<file path="config.mk">
export PLATFORM = sky130hd
export DESIGN_NAME = epoch_seconds_to_bcd_calendar
export DESIGN_NICKNAME = d
export VERILOG_FILES = /design/src/rtl/epbcd_pkg.sv /design/src/rtl/epbcd_ctrl.sv /design/src/rtl/epbcd_dp.sv /design/src/rtl/epoch_seconds_to_bcd_calendar.sv
export SDC_FILE = /design/constraint.sdc
export NUM_CORES = 1
export LEC_CHECK = 0
export ABC_AREA = 1
export BUFFER_PORTS_ARGS = -buffer_cell sky130_fd_sc_hd__buf_2
export CAP_MARGIN = 20
export CORE_UTILIZATION = 57
export DETAILED_ROUTE_END_ITERATION = 6
export PLACE_DENSITY = 0.87
export REMOVE_ABC_BUFFERS = 1
export SLEW_MARGIN = 20
export SYNTH_ARGS = -nofsm -noshare
export SYNTH_HDL_FRONTEND = slang
export SYNTH_SLANG_ARGS = --single-unit
</file>
<file path="constraint.sdc">
create_clock -name clk -period 5.6 [get_ports clk]
set_input_delay 0.56 -clock clk [delete_from_list [all_inputs] [get_ports clk]]
set_output_delay 0.56 -clock clk [all_outputs]
set_load 0.1 [all_outputs]
</file>
<file path="src/rtl/epbcd_pkg.sv">
// Shared types, phase codes, constants and helper functions for the epoch-to-BCD converter.
package epbcd_pkg;

  // Controller phase codes, also decoded by the datapath.
  localparam logic [3:0] PH_IDLE  = 4'd0;
  localparam logic [3:0] PH_YEAR  = 4'd1;
  localparam logic [3:0] PH_MONTH = 4'd2;
  localparam logic [3:0] PH_DAY_T = 4'd3;
  localparam logic [3:0] PH_DAY_O = 4'd4;
  localparam logic [3:0] PH_HR_T  = 4'd5;
  localparam logic [3:0] PH_HR_O  = 4'd6;
  localparam logic [3:0] PH_MIN_T = 4'd7;
  localparam logic [3:0] PH_MIN_O = 4'd8;
  localparam logic [3:0] PH_SEC_T = 4'd9;
  localparam logic [3:0] PH_FIN   = 4'd10;

  localparam logic [31:0] DAY_SECS         = 32'd86400;
  localparam logic [31:0] TEN_DAY_SECS     = 32'd864000;
  localparam logic [31:0] LEAP_YEAR_SECS   = 32'd31622400;
  localparam logic [31:0] COMMON_YEAR_SECS = 32'd31536000;
  localparam logic [31:0] TEN_HOUR_SECS    = 32'd36000;
  localparam logic [31:0] HOUR_SECS        = 32'd3600;
  localparam logic [31:0] TEN_MINUTE_SECS  = 32'd600;
  localparam logic [31:0] MINUTE_SECS      = 32'd60;
  localparam logic [31:0] TEN_SECS         = 32'd10;

  // Epoch year 1970 as BCD century and year within century.
  localparam logic [5:0] EPOCH_CENT_BCD = 6'h19;
  localparam logic [7:0] EPOCH_YY_BCD   = 8'h70;
  localparam logic [5:0] LEAP_CENT_BCD  = 6'h20;

  typedef struct packed {
    logic       start;
    logic       load;
    logic [3:0] phase;
  } cmd_t;

  typedef struct packed {
    logic ge;
  } status_t;

  // Length of a common-year month in seconds, month numbered 1 to 12.
  function automatic logic [31:0] month_secs(input logic [3:0] mon);
    logic [31:0] len;
    case (mon)
      4'd2:                      len = 32'd2419200;
      4'd4, 4'd6, 4'd9, 4'd11:   len = 32'd2592000;
      default:                   len = 32'd2678400;
    endcase
    return len;
  endfunction

  // Two-digit BCD increment, wrapping 99 to 00.
  function automatic logic [7:0] bcd2_inc(input logic [7:0] v);
    logic [7:0] r;
    if (v[3:0] == 4'd9) begin
      r[3:0] = 4'd0;
      r[7:4] = (v[7:4] == 4'd9) ? 4'd0 : v[7:4] + 4'd1;
    end else begin
      r = {v[7:4], v[3:0] + 4'd1};
    end
    return r;
  endfunction

endpackage

</file>
<file path="src/rtl/epbcd_ctrl.sv">
// Phase sequencer and output handshake control for the epoch-to-BCD converter.
module epbcd_ctrl (
  input  logic                clk,
  input  logic                rst_n,
  input  logic                in_valid,
  output logic                in_stall,
  output logic                out_valid,
  input  logic                out_stall,
  input  epbcd_pkg::status_t  status,
  output epbcd_pkg::cmd_t     cmd
);

  logic [3:0] state_r, state_nxt;
  logic       out_valid_r, out_valid_nxt;
  logic       start, load;

  assign start = (state_r == epbcd_pkg::PH_IDLE) && in_valid;
  assign load  = (state_r == epbcd_pkg::PH_FIN) && (!out_valid_r || !out_stall);

  always_comb begin
    state_nxt = state_r;
    case (state_r)
      epbcd_pkg::PH_IDLE: begin
        if (in_valid) state_nxt = epbcd_pkg::PH_YEAR;
      end
      epbcd_pkg::PH_YEAR, epbcd_pkg::PH_MONTH, epbcd_pkg::PH_DAY_T,
      epbcd_pkg::PH_DAY_O, epbcd_pkg::PH_HR_T, epbcd_pkg::PH_HR_O,
      epbcd_pkg::PH_MIN_T, epbcd_pkg::PH_MIN_O, epbcd_pkg::PH_SEC_T: begin
        // Stay while the current unit still fits in the remainder.
        if (!status.ge) state_nxt = state_r + 4'd1;
      end
      epbcd_pkg::PH_FIN: begin
        if (load) state_nxt = epbcd_pkg::PH_IDLE;
      end
      default: state_nxt = epbcd_pkg::PH_IDLE;
    endcase
  end

  always_comb begin
    if (load) begin
      out_valid_nxt = 1'b1;
    end else if (out_valid_r && !out_stall) begin
      out_valid_nxt = 1'b0;
    end else begin
      out_valid_nxt = out_valid_r;
    end
  end

  always_ff @(posedge clk) begin
    if (!rst_n) begin
      state_r     <= epbcd_pkg::PH_IDLE;
      out_valid_r <= 1'b0;
    end else begin
      state_r     <= state_nxt;
      out_valid_r <= out_valid_nxt;
    end
  end

  assign in_stall  = (state_r != epbcd_pkg::PH_IDLE);
  assign out_valid = out_valid_r;
  assign cmd.start = start;
  assign cmd.load  = load;
  assign cmd.phase = state_r;

endmodule

</file>
<file path="src/rtl/epbcd_dp.sv">
// Remainder register, subtract-and-compare unit, BCD counters and output registers.
module epbcd_dp (
  input  logic                clk,
  input  logic [31:0]         in_epoch_seconds,
  input  epbcd_pkg::cmd_t     cmd,
  output epbcd_pkg::status_t  status,
  output logic [5:0]          out_century_bcd,
  output logic [7:0]          out_year_bcd,
  output logic [4:0]          out_month_bcd,
  output logic [5:0]          out_day_bcd,
  output logic [5:0]          out_hour_bcd,
  output logic [6:0]          out_minute_bcd,
  output logic [6:0]          out_second_bcd
);

  logic [31:0] rem_r, rem_nxt;
  logic [5:0]  cent_r, cent_nxt;
  logic [7:0]  yy_r, yy_nxt;
  logic [3:0]  mon_r, mon_nxt;
  logic [5:0]  day_r, day_nxt;
  logic [5:0]  hour_r, hour_nxt;
  logic [6:0]  min_r, min_nxt;
  logic [6:0]  sec_r, sec_nxt;

  logic [5:0]  o_cent_r;
  logic [7:0]  o_yy_r;
  logic [4:0]  o_mon_r;
  logic [5:0]  o_day_r;
  logic [5:0]  o_hour_r;
  logic [6:0]  o_min_r;
  logic [6:0]  o_sec_r;

  logic        div4, leap, ge;
  logic [31:0] sub, diff;
  logic [7:0]  yy_inc, cent_inc;
  logic [3:0]  mon_lo;
  logic [4:0]  mon_bcd;

  // Leap test straight from the BCD digits: multiple of four by tens parity
  // and ones digit; a century year is leap only for 2000.
  always_comb begin
    if (!yy_r[4]) begin
      div4 = (yy_r[3:0] == 4'd0) || (yy_r[3:0] == 4'd4) || (yy_r[3:0] == 4'd8);
    end else begin
      div4 = (yy_r[3:0] == 4'd2) || (yy_r[3:0] == 4'd6);
    end
    if (yy_r == 8'h00) begin
      leap = (cent_r == epbcd_pkg::LEAP_CENT_BCD);
    end else begin
      leap = div4;
    end
  end

  always_comb begin
    case (cmd.phase)
      epbcd_pkg::PH_YEAR:
        sub = leap ? epbcd_pkg::LEAP_YEAR_SECS : epbcd_pkg::COMMON_YEAR_SECS;
      epbcd_pkg::PH_MONTH:
        sub = epbcd_pkg::month_secs(mon_r)
              + ((leap && mon_r == 4'd2) ? epbcd_pkg::DAY_SECS : 32'd0);
      epbcd_pkg::PH_DAY_T: sub = epbcd_pkg::TEN_DAY_SECS;
      epbcd_pkg::PH_DAY_O: sub = epbcd_pkg::DAY_SECS;
      epbcd_pkg::PH_HR_T:  sub = epbcd_pkg::TEN_HOUR_SECS;
      epbcd_pkg::PH_HR_O:  sub = epbcd_pkg::HOUR_SECS;
      epbcd_pkg::PH_MIN_T: sub = epbcd_pkg::TEN_MINUTE_SECS;
      epbcd_pkg::PH_MIN_O: sub = epbcd_pkg::MINUTE_SECS;
      epbcd_pkg::PH_SEC_T: sub = epbcd_pkg::TEN_SECS;
      default:             sub = epbcd_pkg::TEN_SECS;
    endcase
  end

  assign ge        = (rem_r >= sub);
  assign diff      = rem_r - sub;
  assign status.ge = ge;
  assign yy_inc    = epbcd_pkg::bcd2_inc(yy_r);
  assign cent_inc  = epbcd_pkg::bcd2_inc({2'b00, cent_r});

  always_comb begin
    rem_nxt  = rem_r;
    cent_nxt = cent_r;
    yy_nxt   = yy_r;
    mon_nxt  = mon_r;
    day_nxt  = day_r;
    hour_nxt = hour_r;
    min_nxt  = min_r;
    sec_nxt  = sec_r;
    if (cmd.start) begin
      rem_nxt  = in_epoch_seconds;
      cent_nxt = epbcd_pkg::EPOCH_CENT_BCD;
      yy_nxt   = epbcd_pkg::EPOCH_YY_BCD;
      mon_nxt  = 4'd1;
      day_nxt  = 6'h00;
      hour_nxt = 6'h00;
      min_nxt  = 7'h00;
      sec_nxt  = 7'h00;
    end else begin
      case (cmd.phase)
        epbcd_pkg::PH_YEAR: begin
          if (ge) begin
            rem_nxt = diff;
            yy_nxt  = yy_inc;
            if (yy_r == 8'h99) cent_nxt = cent_inc[5:0];
          end
        end
        epbcd_pkg::PH_MONTH: begin
          if (ge) begin
            rem_nxt = diff;
            mon_nxt = mon_r + 4'd1;
          end else begin
            // One extra day makes the day count come out one-based.
            rem_nxt = rem_r + epbcd_pkg::DAY_SECS;
          end
        end
        epbcd_pkg::PH_DAY_T: begin
          if (ge) begin
            rem_nxt = diff;
            day_nxt = day_r + 6'h10;
          end
        end
        epbcd_pkg::PH_DAY_O: begin
          if (ge) begin
            rem_nxt = diff;
            day_nxt = day_r + 6'h01;
          end
        end
        epbcd_pkg::PH_HR_T: begin
          if (ge) begin
            rem_nxt  = diff;
            hour_nxt = hour_r + 6'h10;
          end
        end
        epbcd_pkg::PH_HR_O: begin
          if (ge) begin
            rem_nxt  = diff;
            hour_nxt = hour_r + 6'h01;
          end
        end
        epbcd_pkg::PH_MIN_T: begin
          if (ge) begin
            rem_nxt = diff;
            min_nxt = min_r + 7'h10;
          end
        end
        epbcd_pkg::PH_MIN_O: begin
          if (ge) begin
            rem_nxt = diff;
            min_nxt = min_r + 7'h01;
          end
        end
        epbcd_pkg::PH_SEC_T: begin
          if (ge) begin
            rem_nxt = diff;
            sec_nxt = sec_r + 7'h10;
          end
        end
        default: begin
        end
      endcase
    end
  end

  assign mon_lo  = mon_r - 4'd10;
  assign mon_bcd = (mon_r >= 4'd10) ? {1'b1, mon_lo} : {1'b0, mon_r};

  always_ff @(posedge clk) begin
    rem_r  <= rem_nxt;
    cent_r <= cent_nxt;
    yy_r   <= yy_nxt;
    mon_r  <= mon_nxt;
    day_r  <= day_nxt;
    hour_r <= hour_nxt;
    min_r  <= min_nxt;
    sec_r  <= sec_nxt;
    if (cmd.load) begin
      o_cent_r <= cent_r;
      o_yy_r   <= yy_r;
      o_mon_r  <= mon_bcd;
      o_day_r  <= day_r;
      o_hour_r <= hour_r;
      o_min_r  <= min_r;
      // The remainder is below ten here and is the ones digit itself.
      o_sec_r  <= {sec_r[6:4], rem_r[3:0]};
    end
  end

  assign out_century_bcd = o_cent_r;
  assign out_year_bcd    = o_yy_r;
  assign out_month_bcd   = o_mon_r;
  assign out_day_bcd     = o_day_r;
  assign out_hour_bcd    = o_hour_r;
  assign out_minute_bcd  = o_min_r;
  assign out_second_bcd  = o_sec_r;

endmodule

</file>
<file path="src/rtl/epoch_seconds_to_bcd_calendar.sv">
// Each of nine phases removes whole units one at a time (years since 1970, up to 136; months;
// tens and ones of day, hour and minute; tens of seconds) in a shared 32-bit compare-and-subtract
// unit, and a closing phase loads the result once the output registers are free. One item is in
// work at a time. Reset (rst_n, synchronous, active low) returns the sequencer to idle and drops
// out_valid; payloads are not reset.
module epoch_seconds_to_bcd_calendar (
  input  logic        clk,
  input  logic        rst_n,
  input  logic        in_valid,
  output logic        in_stall,
  input  logic [31:0] in_epoch_seconds,
  output logic        out_valid,
  input  logic        out_stall,
  output logic [5:0]  out_century_bcd,
  output logic [7:0]  out_year_bcd,
  output logic [4:0]  out_month_bcd,
  output logic [5:0]  out_day_bcd,
  output logic [5:0]  out_hour_bcd,
  output logic [6:0]  out_minute_bcd,
  output logic [6:0]  out_second_bcd
);

  // The controller walks through the year, month and digit phases; in each
  // phase it holds while the datapath reports that the current unit still
  // fits in the remaining seconds, and the datapath subtracts and counts.
  epbcd_pkg::cmd_t    cmd;
  epbcd_pkg::status_t status;

  epbcd_ctrl u_ctrl (
    .clk       (clk),
    .rst_n     (rst_n),
    .in_valid  (in_valid),
    .in_stall  (in_stall),
    .out_valid (out_valid),
    .out_stall (out_stall),
    .status    (status),
    .cmd       (cmd)
  );

  // The datapath holds the remainder, the BCD year counters, the month
  // counter and the digit counters, and registers the finished result so a
  // new transfer can be taken while it waits at the output.
  epbcd_dp u_dp (
    .clk              (clk),
    .in_epoch_seconds (in_epoch_seconds),
    .cmd              (cmd),
    .status           (status),
    .out_century_bcd  (out_century_bcd),
    .out_year_bcd     (out_year_bcd),
    .out_month_bcd    (out_month_bcd),
    .out_day_bcd      (out_day_bcd),
    .out_hour_bcd     (out_hour_bcd),
    .out_minute_bcd   (out_minute_bcd),
    .out_second_bcd   (out_second_bcd)
  );

endmodule

</file>
======== Word level (Yosys, flattened, before mapping) ========
Cells that the tools add are included.
operators by class
  order comparisons ....................... 2
  $add $sub $neg .......................... 17
  reduce and logical (&&, ||, !) cells .... 33
  equal/unequal tests ..................... 34
  mux-type cells .......................... 30
operators by type and width
  cell                    count
  $pmux 32 s8             1
  $mux 32                 4
  $pmux 32 s2             1
  $pmux 20 s2             1
  $eq 4x4->1 const B      9
  $add 32x17->32 const B  1
  $add 32x32->32          1
  $eq 4x3->1 const B      8
  $ge 32x32->1            1
  $sub 32x32->32          1
  $mux 4                  6
  $mux 6                  4
  $pmux 6 s2              2
  $add 4x1->4 const B     5
  $mux 18                 1
  $reduce_and 3->1        6
  $mux 17                 1
  $eq 4x2->1 const B      4
  $add 7x5->7 const B     2
  $mux 7                  2
  $ne 2x1->1 const B      7
  $pmux 7 s2              1
  $add 6x1->6 const B     2
  $add 6x5->6 const B     2
  other kinds (25)        43
storage, ports and cells
  input bits .............................. 36
  flip-flop bits (word level) ............. 126
  output and inout bits ................... 47
  word-level logic and storage cells ...... 135

======== Logic depth before layout (Yosys ltp) ========
Gate-level depths: netlist (run 1).
  depth after elaboration ................. 13
  gate-level depth with buffers ........... 31

======== Modules after synthesis ========
From an unflattened synthesis (run 1), not the netlist that was laid out.
unflattened totals
  cell total of the unflattened synthesis .. 1,258
  area, all modules ....................... 8,919.8 um^2
modules (own cells, without submodules)
  module      area an instance (um^2)  cells an instance  seq. area each (um^2)  instances
  epbcd_dp    8,510.7                  1,202              3,113.0                1
  epbcd_ctrl  409.1                    56                 100.1                  1

======== Least setup slack after synthesis (run 1) ========
No wires, ideal clock.
  path kind ............................... register to register
  start point ............................. register u_dp.mon_r[1]
  end point ............................... register u_dp.rem_r[10] (enable)
  data arrival time ....................... 4,059 ps
  data required time ...................... 5,220 ps
  setup time .............................. 380 ps
  path slack .............................. 1,162 ps
  stages on the path, launching flop included .. 25
  clock period less this slack ............ 4,438 ps
  path through ............................ dfxtp_1 > inv_1 > ha_1 > o21ai_0 > nand2_1 > inv_1 > ha_1 > nand4_1 > fa_1 > xnor2_1 > nor2_1 > a2111oi_0 > ha_1 > nand2_1 > inv_2 > nand2_1 > nor2_2 > nand3_1 > nand3_1 > nand2_2 > nand2_2 > nand2_2 > nand2_1 > a21oi_1 > inv_1
on the way
  cells in the longest elaborated chain, start to end .. 9
RTL lines
  item                                      RTL line         RTL
  from (decl)                               epbcd_dp.sv:19   logic [3:0] mon_r, mon_nxt;
  from (signal assigned)                    epbcd_dp.sv:169  mon_r <= mon_nxt;
  $eq 4x3->1 or $eq 4x4->1 (tied branches)  epbcd_pkg.sv:45  case (mon)
  $reduce_or 4->1                           epbcd_pkg.sv:45
  $pmux 20 s2                               epbcd_pkg.sv:45
  $mux 32                                   epbcd_dp.sv:55   case (cmd.phase)
  $add 32x32->32 *                          epbcd_dp.sv:60   + ((leap && mon_r == 4'd2) ? epbcd_pkg::DAY_SECS : 32'd0);
  $pmux 32 s8 *                             epbcd_dp.sv:55
  $ge 32x32->1 *                            epbcd_dp.sv:72   assign ge = (rem_r >= sub);
  $ne 3x1->1 (no line) *                    n/a
  $reduce_and 2->1 (no line) *              n/a
  to (signal assigned)                      epbcd_dp.sv:166  rem_r <= rem_nxt;
  to (decl)                                 epbcd_dp.sv:16   logic [31:0] rem_r, rem_nxt;
Every way passes the cells marked *; elsewhere a longest branch is shown, timed or not. The select of a mux whose other input is x is not followed.
A chain may end at the register's enable or synchronous reset.

======== Worst setup path after layout (run 1) ========
  start point ............................. register u_dp.mon_r[1]
  end point ............................... register u_dp.rem_r[16] (enable)
The elaborated chain is that of the path after synthesis.

==> flow_summary.html, run 1 <==
<table>
<tr><th>Metric</th><th>Value</th></tr>
<tr><th colspan="2">Outcome</th></tr>
<tr><td>Outcome</td><td>complete, no violations</td></tr>
<tr><th colspan="2">Global routing</th></tr>
<tr><td>Pin count of the biggest net entering global routing</td><td>45</td></tr>
<tr><td>Antenna violations before repair</td><td>0</td></tr>
<tr><td>Global route total overflow</td><td>0</td></tr>
<tr><td>All-Layer GR Usage</td><td>~28%</td></tr>
<tr><td>Global-route wire length before repair</td><td>35510 um</td></tr>
<tr><td>Via count of the first global-routing pass</td><td>7817</td></tr>
<tr><th colspan="2">Clock tree</th></tr>
<tr><td>CTS Sinks</td><td>between 100 and 150</td></tr>
<tr><td>Clock tree from TritonCTS</td><td>done</td></tr>
<tr><td>Clock latency reported for the late side of the worst-skew pair</td><td>approximately 0.43 ns</td></tr>
<tr><td>Max Buffers Root-to-Sink</td><td>2</td></tr>
<tr><td>Root Driver</td><td>sky130_fd_sc_hd__clkbuf_16</td></tr>
<tr><td>CTS hold repair buffers</td><td>0</td></tr>
<tr><td>Clock Pin Slew Worst Setup and Hold Paths</td><td>roughly 0.060 ns</td></tr>
<tr><td>CTS H-tree lvls</td><td>4</td></tr>
<tr><td>CTS buffer count</td><td>17</td></tr>
<tr><th colspan="2">Logic synthesis</th></tr>
<tr><td>Cell taking the most area after synthesis</td><td>sky130_fd_sc_hd__edfxtp_1</td></tr>
<tr><td>Post-synth top flop</td><td>sky130_fd_sc_hd__edfxtp_1</td></tr>
<tr><td>Number of synthesized flops with an enable pin</td><td>77</td></tr>
<tr><td>Number of library cell types mapped by synthesis</td><td>44</td></tr>
<tr><td>Syn avg cell area</td><td>7.130 um^2</td></tr>
<tr><td>Share of synthesized area occupied by flip-flops and latches</td><td>37.49%</td></tr>
<tr><td>Cell area after synthesis</td><td>approximately 8600 um^2</td></tr>
<tr><td>Number of standard cells after synthesis</td><td>between 1000 and 1500</td></tr>
<tr><td>Leading cell types by count after synthesis</td><td>sky130_fd_sc_hd__nand2_1, sky130_fd_sc_hd__inv_1, sky130_fd_sc_hd__nand3_1, sky130_fd_sc_hd__nor2_1, sky130_fd_sc_hd__edfxtp_1</td></tr>
<tr><td>Main area contributors after synthesis</td><td>sky130_fd_sc_hd__edfxtp_1, sky130_fd_sc_hd__nand2_1, sky130_fd_sc_hd__dfxtp_1</td></tr>
<tr><td>Most frequently used cell type in the post-synthesis netlist</td><td>sky130_fd_sc_hd__nand2_1</td></tr>
<tr><td>Fraction of synthesis flops using an asynchronous set or reset pin</td><td>0%</td></tr>
<tr><td>Yosys top cell area share</td><td>a little over a quarter</td></tr>
<tr><td>Flip-flop and latch count after synthesis</td><td>~120</td></tr>
<tr><td>Yosys synthesis warning count</td><td>0</td></tr>
<tr><th colspan="2">Power</th></tr>
<tr><td>Sw power</td><td>a little over 3 mW</td></tr>
<tr><td>Leakage</td><td>approximately 4.6 nW</td></tr>
<tr><td>Power, Total</td><td>6.181 mW</td></tr>
<tr><td>Part of the total power dissipated in combinational logic</td><td>around 59%</td></tr>
<tr><td>Power density over the cells</td><td>roughly 630 nW/um^2</td></tr>
<tr><td>Clk pwr share</td><td>16.5%</td></tr>
<tr><td>Peak supply drop</td><td>between 0.3 and 0.4 mV</td></tr>
<tr><td>Switching Share</td><td>between 40 and 50%</td></tr>
<tr><td>Sequential cell fraction of total power</td><td>24.1%</td></tr>
<tr><td>Power Internal</td><td>~3.1 mW</td></tr>
<tr><th colspan="2">Place</th></tr>
<tr><td>Final HPWL DP</td><td>approximately 16000 um</td></tr>
<tr><td>Final weighted congestion in routability-driven placement</td><td>0.9873</td></tr>
<tr><td>DP Cell Count</td><td>around 1500</td></tr>
<tr><td>Count of input and output buffers</td><td>between 80 and 90</td></tr>
<tr><th colspan="2">STA</th></tr>
<tr><td>Max_slew headroom</td><td>between 40% and 50%</td></tr>
<tr><td>Unrepaired setup endpoints after global routing</td><td>false</td></tr>
<tr><td>Tcrit/Tclk final</td><td>90.79%</td></tr>
<tr><td>Slew at the pin with the worst max-slew slack</td><td>roughly 0.76 ns</td></tr>
<tr><td>Hold Fails Final Rpt</td><td>0</td></tr>
<tr><td>Post-layout minimum cycle time</td><td>5.084 ns</td></tr>
<tr><td>Highest attainable clock frequency</td><td>between 150 and 200 MHz</td></tr>
<tr><td>Worst hold margin</td><td>around 0.38 ns</td></tr>
<tr><td>Final setup viols</td><td>0</td></tr>
<tr><td>Setup clock skew after layout</td><td>around 0.011 ns</td></tr>
<tr><td>Sum of negative setup slack</td><td>0 ns</td></tr>
<tr><td>Max-slew violation count</td><td>0</td></tr>
<tr><th colspan="2">Route</th></tr>
<tr><td>Drt first pass iters</td><td>5</td></tr>
<tr><td>Remaining antenna violation count</td><td>0</td></tr>
<tr><td>Number of vias per cell</td><td>5.555</td></tr>
<tr><td>Final routed wirelength across all metal layers</td><td>21050 um</td></tr>
<tr><td>Total via count after detailed routing</td><td>around 8300</td></tr>
<tr><td>Post-route DRC</td><td>0</td></tr>
<tr><td>Per-cell routed wire length</td><td>14.14 um</td></tr>
<tr><td>Initial DRC Count</td><td>between 700 and 800</td></tr>
<tr><th colspan="2">Hold path</th></tr>
<tr><td>Worst Min Path Start</td><td>rst_n</td></tr>
<tr><td>Hold Crit Endpoint</td><td>u_ctrl.state_r[0]</td></tr>
<tr><td>Worst hold stages</td><td>3</td></tr>
<tr><td>Path class of the lowest-slack min-delay path</td><td>in2reg</td></tr>
<tr><th colspan="2">Floorplanning</th></tr>
<tr><td>Core Rows</td><td>44</td></tr>
<tr><td>Full die area</td><td>approximately 16000 um^2</td></tr>
<tr><td>Area of the core</td><td>14590 um^2</td></tr>
<tr><td>Initial Util</td><td>58.75%</td></tr>
<tr><td>IO Count</td><td>83</td></tr>
<tr><td>Y dimension of the die</td><td>124.6 um</td></tr>
<tr><td>Die extent in x</td><td>~120 um</td></tr>
<tr><th colspan="2">Setup path</th></tr>
<tr><td>Data required, critical path</td><td>slightly below 6 ns</td></tr>
<tr><td>Critical path class</td><td>reg2reg</td></tr>
<tr><td>Worst path arrival time</td><td>5.26 ns</td></tr>
<tr><td>Critical path launch point type</td><td>register</td></tr>
<tr><td>Worst r2r dst</td><td>u_dp.rem_r[16]</td></tr>
<tr><td>Setup slack, reg-to-reg</td><td>0.52 ns</td></tr>
<tr><td>Maximum fanout along the worst path</td><td>14</td></tr>
<tr><td>Count of cells along the worst register-to-register path</td><td>25</td></tr>
<tr><td>Worst reg2reg startpoint</td><td>u_dp.mon_r[1]</td></tr>
<tr><td>Type of destination of the critical path</td><td>register</td></tr>
<tr><th colspan="2">Layout</th></tr>
<tr><td>Final cell count without fillers</td><td>1489</td></tr>
<tr><td>Number of nets in the final layout</td><td>1375</td></tr>
<tr><td>Share of layout cells above drive strength 1</td><td>between 10% and 20%</td></tr>
<tr><td>Antenna cell count</td><td>0</td></tr>
<tr><td>Synthesis-to-layout area growth</td><td>13.81%</td></tr>
<tr><th colspan="2">Job</th></tr>
<tr><td>Number of maximum-capacitance violations</td><td>0</td></tr>
</table>
## logic make-up after synthesis
kind of cell	Yosys count	synth area share, %
buffers and inverters	179	8.277
XOR/XNOR	46	4.701
adder cells (fa/ha/maj)	47	7.037
flip-flops	122	37.49
AO/OA/AOI/OAI	132	8.263
AND/OR/NAND/NOR	676	34.23
## how the worst max path moves through the flow
stage | slack [ns] | cells after the start | to | startpoint
3_3_place_gp | 0.54 | 24 | u_dp.rem_r[16] | u_dp.mon_r[0]
5_1_grt | 0.03 | 25 | u_dp.rem_r[16] | u_dp.mon_r[1]
6_report | 0.52 | 25 | u_dp.rem_r[16] | u_dp.mon_r[1]
4_1_cts | 0.31 | 24 | u_dp.rem_r[13] | u_dp.mon_r[0]
2_1_floorplan | 0.73 | 24 | u_dp.rem_r[10] | u_dp.mon_r[1]
3_5_place_dp | 0.33 | 24 | u_dp.rem_r[19] | u_dp.mon_r[0]
## power groups by stage
stage	Combinational (mW)	Sequential, mW	Clock, mW
floorplan	2.68	1.43	0
global placement	3.42	1.50	0
CTS	3.52	1.49	1.03
finish	3.67	1.49	1.02
global route	4.10	1.51	1.08
detailed placement	3.49	1.51	0
## what timing repair did
action	CTS	global route
resized for setup	0	1
endpoints found under the setup margin	0	25
buffers inserted	0	1
endpoints found under the hold margin	0	0
## area by class of cell
type | instances | area [um^2]
Clock inverter | 12 | 100.1
Sequential cell | 122 | 3213
Clock buffer | 20 | 446.7
Tap cell | 184 | 230.2
Multi-Input combinational cell | 901 | 4659
Inverter | 161 | 609.3
Timing Repair Buffer | 89 | 495.5
Fill cell | 1223 | 4835
## cell usage in the layout (no fill, tap or decap), drive strengths merged, types with 5 or more instances in the layout
master and instances:
nand2 383, inv 158, nand3 121, nor2 107, buf 89, edfxtp 77
a21oi 70, ha 45, dfxtp 45, o21ai 45, nand4 30, xnor2 23
xor2 23, nor3 21, clkbuf 20, clkinv 9, nand3b 5, nor4 5
clkinvlp 5
## routing by layer
layer / track usage [%] / part of all wire [%]
met5: 0 / 0
met4: 12.76 / 3.1
met3: 4.467 / 6.5
met2: 47.64 / 48
met1: 34.90 / 42
## worst max-delay path: stages, from the launching register on
cell	delay [ns]
sky130_fd_sc_hd__dfxtp_1	0.40
sky130_fd_sc_hd__inv_1	0.15
sky130_fd_sc_hd__ha_1	0.20
sky130_fd_sc_hd__o21ai_0	0.21
sky130_fd_sc_hd__nand2_1	0.12
sky130_fd_sc_hd__inv_1	0.10
sky130_fd_sc_hd__ha_1	0.20
sky130_fd_sc_hd__nand4_1	0.14
sky130_fd_sc_hd__fa_1	0.44
sky130_fd_sc_hd__xnor2_1	0.17
sky130_fd_sc_hd__nor2_1	0.06
sky130_fd_sc_hd__a2111oi_0	0.43
sky130_fd_sc_hd__ha_1	0.36
sky130_fd_sc_hd__nand2_1	0.09
sky130_fd_sc_hd__nand2_1	0.07
sky130_fd_sc_hd__nand2_1	0.06
sky130_fd_sc_hd__nand2_1	0.06
sky130_fd_sc_hd__a21oi_1	0.17
sky130_fd_sc_hd__nand3_1	0.12
sky130_fd_sc_hd__nand2_2	0.10
sky130_fd_sc_hd__nand2_2	0.07
sky130_fd_sc_hd__nand2_2	0.13
sky130_fd_sc_hd__nand2_1	0.24
sky130_fd_sc_hd__a21oi_1	0.30
sky130_fd_sc_hd__clkinvlp_4	0.22
sky130_fd_sc_hd__buf_16	0.20
## per-stage QoR
stage | cell area, um^2 | util (%) | setup slack (ns)
final | 9754 | 66.86 | 0.5159
after global routing | 9754 | 66.86 | 0.03418
after CTS | 9703 | 66.51 | 0.3103
after detailed placement | 9156 | 62.76 | 0.3260
after global placement | 9156 | 62.76 | 0.5369
after floorplan | 8467 | - | 0.7304
## sequential cells by signal, indices dropped and copies added (netlist names), 7 cells and up
signal,flops
u_dp.yy_r,8
u_dp.out_year_bcd,8
u_dp.rem_r,32
u_dp.min_r,7
u_dp.out_second_bcd,7
u_dp.out_minute_bcd,7
(Power assumes the default switching activity.)
==> run 2: changes to the inputs <==
ABC_AREA = 0   (was 1)
PLACE_DENSITY = 0.88   (was 0.87)
==> run 2 against run 1 <==
  * Routed wire length decreased by 15%
  * Power decreased by 14%
  * Synthesized cell count decreased by 33%
  * Utilization increased by 2.1 points
==> flow_summary.html, run 2 <==
<table>
<tr><th>Metric</th><th>Value</th></tr>
<tr><th colspan="2">Floorplanning</th></tr>
<tr><td>Core Rows</td><td>41 (was 44)</td></tr>
<tr><td>Area of the core</td><td>12820 um^2 (was 14590 um^2)</td></tr>
<tr><td>IO Count</td><td>83 (unchanged)</td></tr>
<tr><td>Y dimension of the die</td><td>117.5 um (was 124.6 um)</td></tr>
<tr><td>Initial Util</td><td>59.27% (was 58.75%)</td></tr>
<tr><td>Die extent in x</td><td>117.5 um (was 124.6 um)</td></tr>
<tr><td>Full die area</td><td>13800 um^2 (was 15530 um^2)</td></tr>
<tr><th colspan="2">Clock tree</th></tr>
<tr><td>CTS buffer count</td><td>17 (unchanged)</td></tr>
<tr><td>Post-CTS sizing</td><td>0 (unchanged)</td></tr>
<tr><td>Clock Pin Slew Worst Setup and Hold Paths</td><td>0.06 ns (about the same)</td></tr>
<tr><td>Max Buffers Root-to-Sink</td><td>2 (unchanged)</td></tr>
<tr><td>CTS H-tree lvls</td><td>4 (unchanged)</td></tr>
<tr><td>Clock latency reported for the late side of the worst-skew pair</td><td>0.43 ns (about the same)</td></tr>
<tr><td>Root Driver</td><td>sky130_fd_sc_hd__clkbuf_16 (unchanged)</td></tr>
<tr><td>Post-CTS Repair Setup Buffers</td><td>0 (unchanged)</td></tr>
<tr><td>CTS Sinks</td><td>122 (unchanged)</td></tr>
<tr><td>CTS hold repair buffers</td><td>0 (unchanged)</td></tr>
<tr><td>Clock tree from TritonCTS</td><td>done (unchanged)</td></tr>
<tr><th colspan="2">Place</th></tr>
<tr><td>DP Cell Count</td><td>1037 (was 1455)</td></tr>
<tr><td>Final weighted congestion in routability-driven placement</td><td>0.9510 (was 0.9873)</td></tr>
<tr><td>Dpl ws</td><td>0.08891 ns (was 0.3260 ns)</td></tr>
<tr><td>Final HPWL DP</td><td>12010 um (was 15730 um)</td></tr>
<tr><td>Placed Area</td><td>8187 um^2 (was 9156 um^2)</td></tr>
<tr><td>Count of input and output buffers</td><td>82 (unchanged)</td></tr>
<tr><th colspan="2">STA</th></tr>
<tr><td>Sum of negative setup slack</td><td>0 ns (unchanged)</td></tr>
<tr><td>Highest attainable clock frequency</td><td>188.0 MHz (was 196.7 MHz)</td></tr>
<tr><td>Post-layout minimum cycle time</td><td>5.318 ns (was 5.084 ns)</td></tr>
<tr><td>Worst hold margin</td><td>0.4081 ns (was 0.3820 ns)</td></tr>
<tr><td>Hold Fails Final Rpt</td><td>0 (unchanged)</td></tr>
<tr><td>Slew at the pin with the worst max-slew slack</td><td>0.8118 ns (was 0.7556 ns)</td></tr>
<tr><td>Max_slew headroom</td><td>45.74% (was 49.16%)</td></tr>
<tr><td>Final worst setup slack</td><td>0.2817 ns (was 0.5159 ns)</td></tr>
<tr><td>Final setup viols</td><td>0 (unchanged)</td></tr>
<tr><td>Max-slew violation count</td><td>0 (unchanged)</td></tr>
<tr><td>Setup clock skew after layout</td><td>0.01242 ns (was 0.01089 ns)</td></tr>
<tr><td>Tcrit/Tclk final</td><td>94.97% (was 90.79%)</td></tr>
<tr><th colspan="2">Logic synthesis</th></tr>
<tr><td>Syn avg cell area</td><td>9.407 um^2 (was 7.130 um^2)</td></tr>
<tr><td>Number of standard cells after synthesis</td><td>808 (was 1202)</td></tr>
<tr><td>Yosys top cell area share</td><td>30.42% (was 26.98%)</td></tr>
<tr><td>Number of library cell types mapped by synthesis</td><td>80 (was 44)</td></tr>
<tr><td>Cell taking the most area after synthesis</td><td>sky130_fd_sc_hd__edfxtp_1 (unchanged)</td></tr>
<tr><td>Number of synthesized flops with an enable pin</td><td>77 (unchanged)</td></tr>
<tr><td>Most frequently used cell type in the post-synthesis netlist</td><td>sky130_fd_sc_hd__nand2_1 (unchanged)</td></tr>
<tr><td>Main area contributors after synthesis</td><td>sky130_fd_sc_hd__edfxtp_1, sky130_fd_sc_hd__dfxtp_1, sky130_fd_sc_hd__ha_1 (was sky130_fd_sc_hd__edfxtp_1, sky130_fd_sc_hd__nand2_1, sky130_fd_sc_hd__dfxtp_1)</td></tr>
<tr><td>Fraction of synthesis flops using an asynchronous set or reset pin</td><td>0% (unchanged)</td></tr>
<tr><td>Share of synthesized area occupied by flip-flops and latches</td><td>42.27% (was 37.49%)</td></tr>
<tr><td>Flip-flop and latch count after synthesis</td><td>122 (unchanged)</td></tr>
<tr><td>Post-synth top flop</td><td>sky130_fd_sc_hd__edfxtp_1 (unchanged)</td></tr>
<tr><td>Yosys synthesis warning count</td><td>0 (unchanged)</td></tr>
<tr><td>Leading cell types by count after synthesis</td><td>sky130_fd_sc_hd__nand2_1, sky130_fd_sc_hd__nor2_1, sky130_fd_sc_hd__edfxtp_1, sky130_fd_sc_hd__a21oi_1 (was sky130_fd_sc_hd__nand2_1, sky130_fd_sc_hd__inv_1, sky130_fd_sc_hd__nand3_1, sky130_fd_sc_hd__nor2_1, sky130_fd_sc_hd__edfxtp_1)</td></tr>
<tr><td>Cell area after synthesis</td><td>7601 um^2 (was 8571 um^2)</td></tr>
<tr><th colspan="2">Setup path</th></tr>
<tr><td>Data required, critical path</td><td>5.73 ns (was 5.78 ns)</td></tr>
<tr><td>Critical path launch point type</td><td>register (unchanged)</td></tr>
<tr><td>Most common cell on crit path</td><td>sky130_fd_sc_hd__ha_1 (was sky130_fd_sc_hd__nand2_1)</td></tr>
<tr><td>Critical path buffers and inverters</td><td>2 (was 4)</td></tr>
<tr><td>Maximum fanout along the worst path</td><td>7 (was 14)</td></tr>
<tr><td>Worst path arrival time</td><td>5.45 ns (was 5.26 ns)</td></tr>
<tr><td>Critical path class</td><td>reg2reg (unchanged)</td></tr>
<tr><td>Highest-delay cell along the critical path</td><td>sky130_fd_sc_hd__dfxtp_1 (was sky130_fd_sc_hd__fa_1)</td></tr>
<tr><td>Cells along the critical path</td><td>inv_1 -&gt; ha_1 -&gt; nor2_1 -&gt; o22ai_2 -&gt; inv_1 -&gt; ha_1 -&gt; nand2_1 -&gt; fa_1 -&gt; nand2b_1 -&gt; o41ai_2 -&gt; nor3b_1 -&gt; o21bai_1 -&gt; ha_1 -&gt; and3_1 -&gt; a221o_1 -&gt; a31oi_1 -&gt; or2_4 -&gt; and3_1 -&gt; mux2i_1 -&gt; xor2_1 -&gt; o21ai_0</td></tr>
<tr><td>Delay-heaviest family, CP</td><td>compound AO/OA/AOI/OAI gates (was simple AND/OR/NAND/NOR gates)</td></tr>
<tr><td>Biggest cell delay along the critical path</td><td>0.42 ns (was 0.44 ns)</td></tr>
<tr><td>Type of destination of the critical path</td><td>register (unchanged)</td></tr>
<tr><th colspan="2">Power</th></tr>
<tr><td>Leakage</td><td>3.527 nW (was 4.618 nW)</td></tr>
<tr><td>Peak supply drop</td><td>0.4159 mV (was 0.3763 mV)</td></tr>
<tr><td>Power density over the cells</td><td>598.8 nW/um^2 (was 633.6 nW/um^2)</td></tr>
<tr><td>Power, Total</td><td>5.298 mW (was 6.181 mW)</td></tr>
<tr><th colspan="2">Layout</th></tr>
<tr><td>Max reg flops</td><td>32 (unchanged)</td></tr>
<tr><td>Count of filler cells inserted in the layout</td><td>999 (was 1223)</td></tr>
<tr><td>Final standard cell utilization of the core</td><td>68.99% (was 66.86%)</td></tr>
<tr><td>Share of layout cells above drive strength 1</td><td>17.06% (was 12.49%)</td></tr>
<tr><td>Number of nets in the final layout</td><td>967 (was 1375)</td></tr>
<tr><td>Final cell count without fillers</td><td>1069 (was 1489)</td></tr>
<tr><td>Antenna cell count</td><td>0 (unchanged)</td></tr>
<tr><td>Most frequent cells in the layout</td><td>sky130_fd_sc_hd__nand2_1, sky130_fd_sc_hd__nor2_1, sky130_fd_sc_hd__buf_2, sky130_fd_sc_hd__edfxtp_1, sky130_fd_sc_hd__a21oi_1 (was sky130_fd_sc_hd__nand2_1, sky130_fd_sc_hd__inv_1, sky130_fd_sc_hd__nand3_1, sky130_fd_sc_hd__nor2_1, sky130_fd_sc_hd__buf_2)</td></tr>
<tr><td>Most common cell after layout, fill and taps aside</td><td>sky130_fd_sc_hd__nand2_1 (unchanged)</td></tr>
<tr><td>Synthesis-to-layout area growth</td><td>16.40% (was 13.81%)</td></tr>
<tr><td>Register name with the most flops</td><td>u_dp.rem_r (unchanged)</td></tr>
<tr><td>Post-route standard cell area excluding fillers</td><td>8847 um^2 (was 9754 um^2)</td></tr>
<tr><th colspan="2">Hold path</th></tr>
<tr><td>Path class of the lowest-slack min-delay path</td><td>in2reg (unchanged)</td></tr>
<tr><th colspan="2">Route</th></tr>
<tr><td>Total via count after detailed routing</td><td>6388 (was 8271)</td></tr>
<tr><td>Drt first pass iters</td><td>5 (unchanged)</td></tr>
<tr><td>Final routed wirelength across all metal layers</td><td>17970 um (was 21050 um)</td></tr>
<tr><td>Remaining antenna violation count</td><td>0 (unchanged)</td></tr>
<tr><td>Post-route DRC</td><td>0 (unchanged)</td></tr>
<tr><td>Initial DRC Count</td><td>562 (was 706)</td></tr>
<tr><td>Number of vias per cell</td><td>5.976 (was 5.555)</td></tr>
<tr><td>Per-cell routed wire length</td><td>16.81 um (was 14.14 um)</td></tr>
<tr><th colspan="2">Global routing</th></tr>
<tr><td>Global route total overflow</td><td>0 (unchanged)</td></tr>
<tr><td>Pin count of the biggest net entering global routing</td><td>47 (was 45)</td></tr>
<tr><td>All-Layer GR Usage</td><td>27.10% (was 28.05%)</td></tr>
<tr><td>Via count of the first global-routing pass</td><td>6139 (was 7817)</td></tr>
<tr><td>Antenna violations before repair</td><td>0 (unchanged)</td></tr>
<tr><td>Global-route wire length before repair</td><td>29890 um (was 35510 um)</td></tr>
<tr><th colspan="2">Outcome</th></tr>
<tr><td>Outcome</td><td>complete, no violations (unchanged)</td></tr>
<tr><th colspan="2">Job</th></tr>
<tr><td>Number of maximum-capacitance violations</td><td>0 (unchanged)</td></tr>
</table>
-- run 2: kinds of logic after synthesis --
| family | count (synthesis) | share of synthesized area [%] |
|---|---|---|
| simple gates | 298 | 19.11 |
| compound gates | 196 | 17.84 |
| flops | 122 | 42.27 |
| xor+xnor | 67 | 7.720 |
| buf+inv | 66 | 3.539 |
| fa+ha+maj | 47 | 7.934 |
| mux | 12 | 1.580 |
-- run 2: path summary, 6_finish.rpt --
path                       startpoint                   end  slack, ns  cells after the start
setup reg to reg        u_dp.mon_r[0]        u_dp.rem_r[20]       0.28                     21
hold reg to reg        u_dp.hour_r[5]  u_dp.out_hour_bcd[5]       0.46                      0
setup / recovery        u_dp.mon_r[0]        u_dp.rem_r[20]       0.28                     21
hold / removal    in_epoch_seconds[3]         u_dp.rem_r[3]       0.41                      3
-- run 2: area by class of cell --
type	count	area, um^2	share of cell area, %
clock buffer	20	467.9	5.289
clock inverter	12	161.4	1.824
inverter	32	120.1	1.358
multi-input combinational	620	4165	47.08
sequential	122	3214	36.33
tap	172	215.2	2.432
timing repair buffer	91	503.0	5.685
-- run 2: report_power, final --
| part | total, mW | leakage, nW | internal (mW) | switching, mW |
|---|---|---|---|---|
| clock | 1.16 | 0.298 | 0.741 | 0.419 |
| combinational | 2.71 | 2.12 | 1.08 | 1.63 |
| sequential | 1.42 | 1.11 | 1.23 | 0.191 |
-- run 2: worst reg2reg max path: cells and delay by family (launching register included) --
family	cells	cell delay, ns
flip-flops	1	0.42
AO/OA/AOI/OAI	6	1.37
adder cells (fa/ha/maj)	4	1.20
multiplexers	1	0.24
buffers and inverters	2	0.27
AND/OR/NAND/NOR	7	1.34
XOR/XNOR	1	0.18
-- run 2: metal layers --
metal,share of wire [%],track usage (%),vias to the layer above,routed length (um)
met2,47,43.53,242,8468
met3,6.1,5.136,37,1100
li1,-,-,3094,-
met1,45,36.05,3015,8004
met4,2.2,11.06,0,394
met5,0,0,-,0
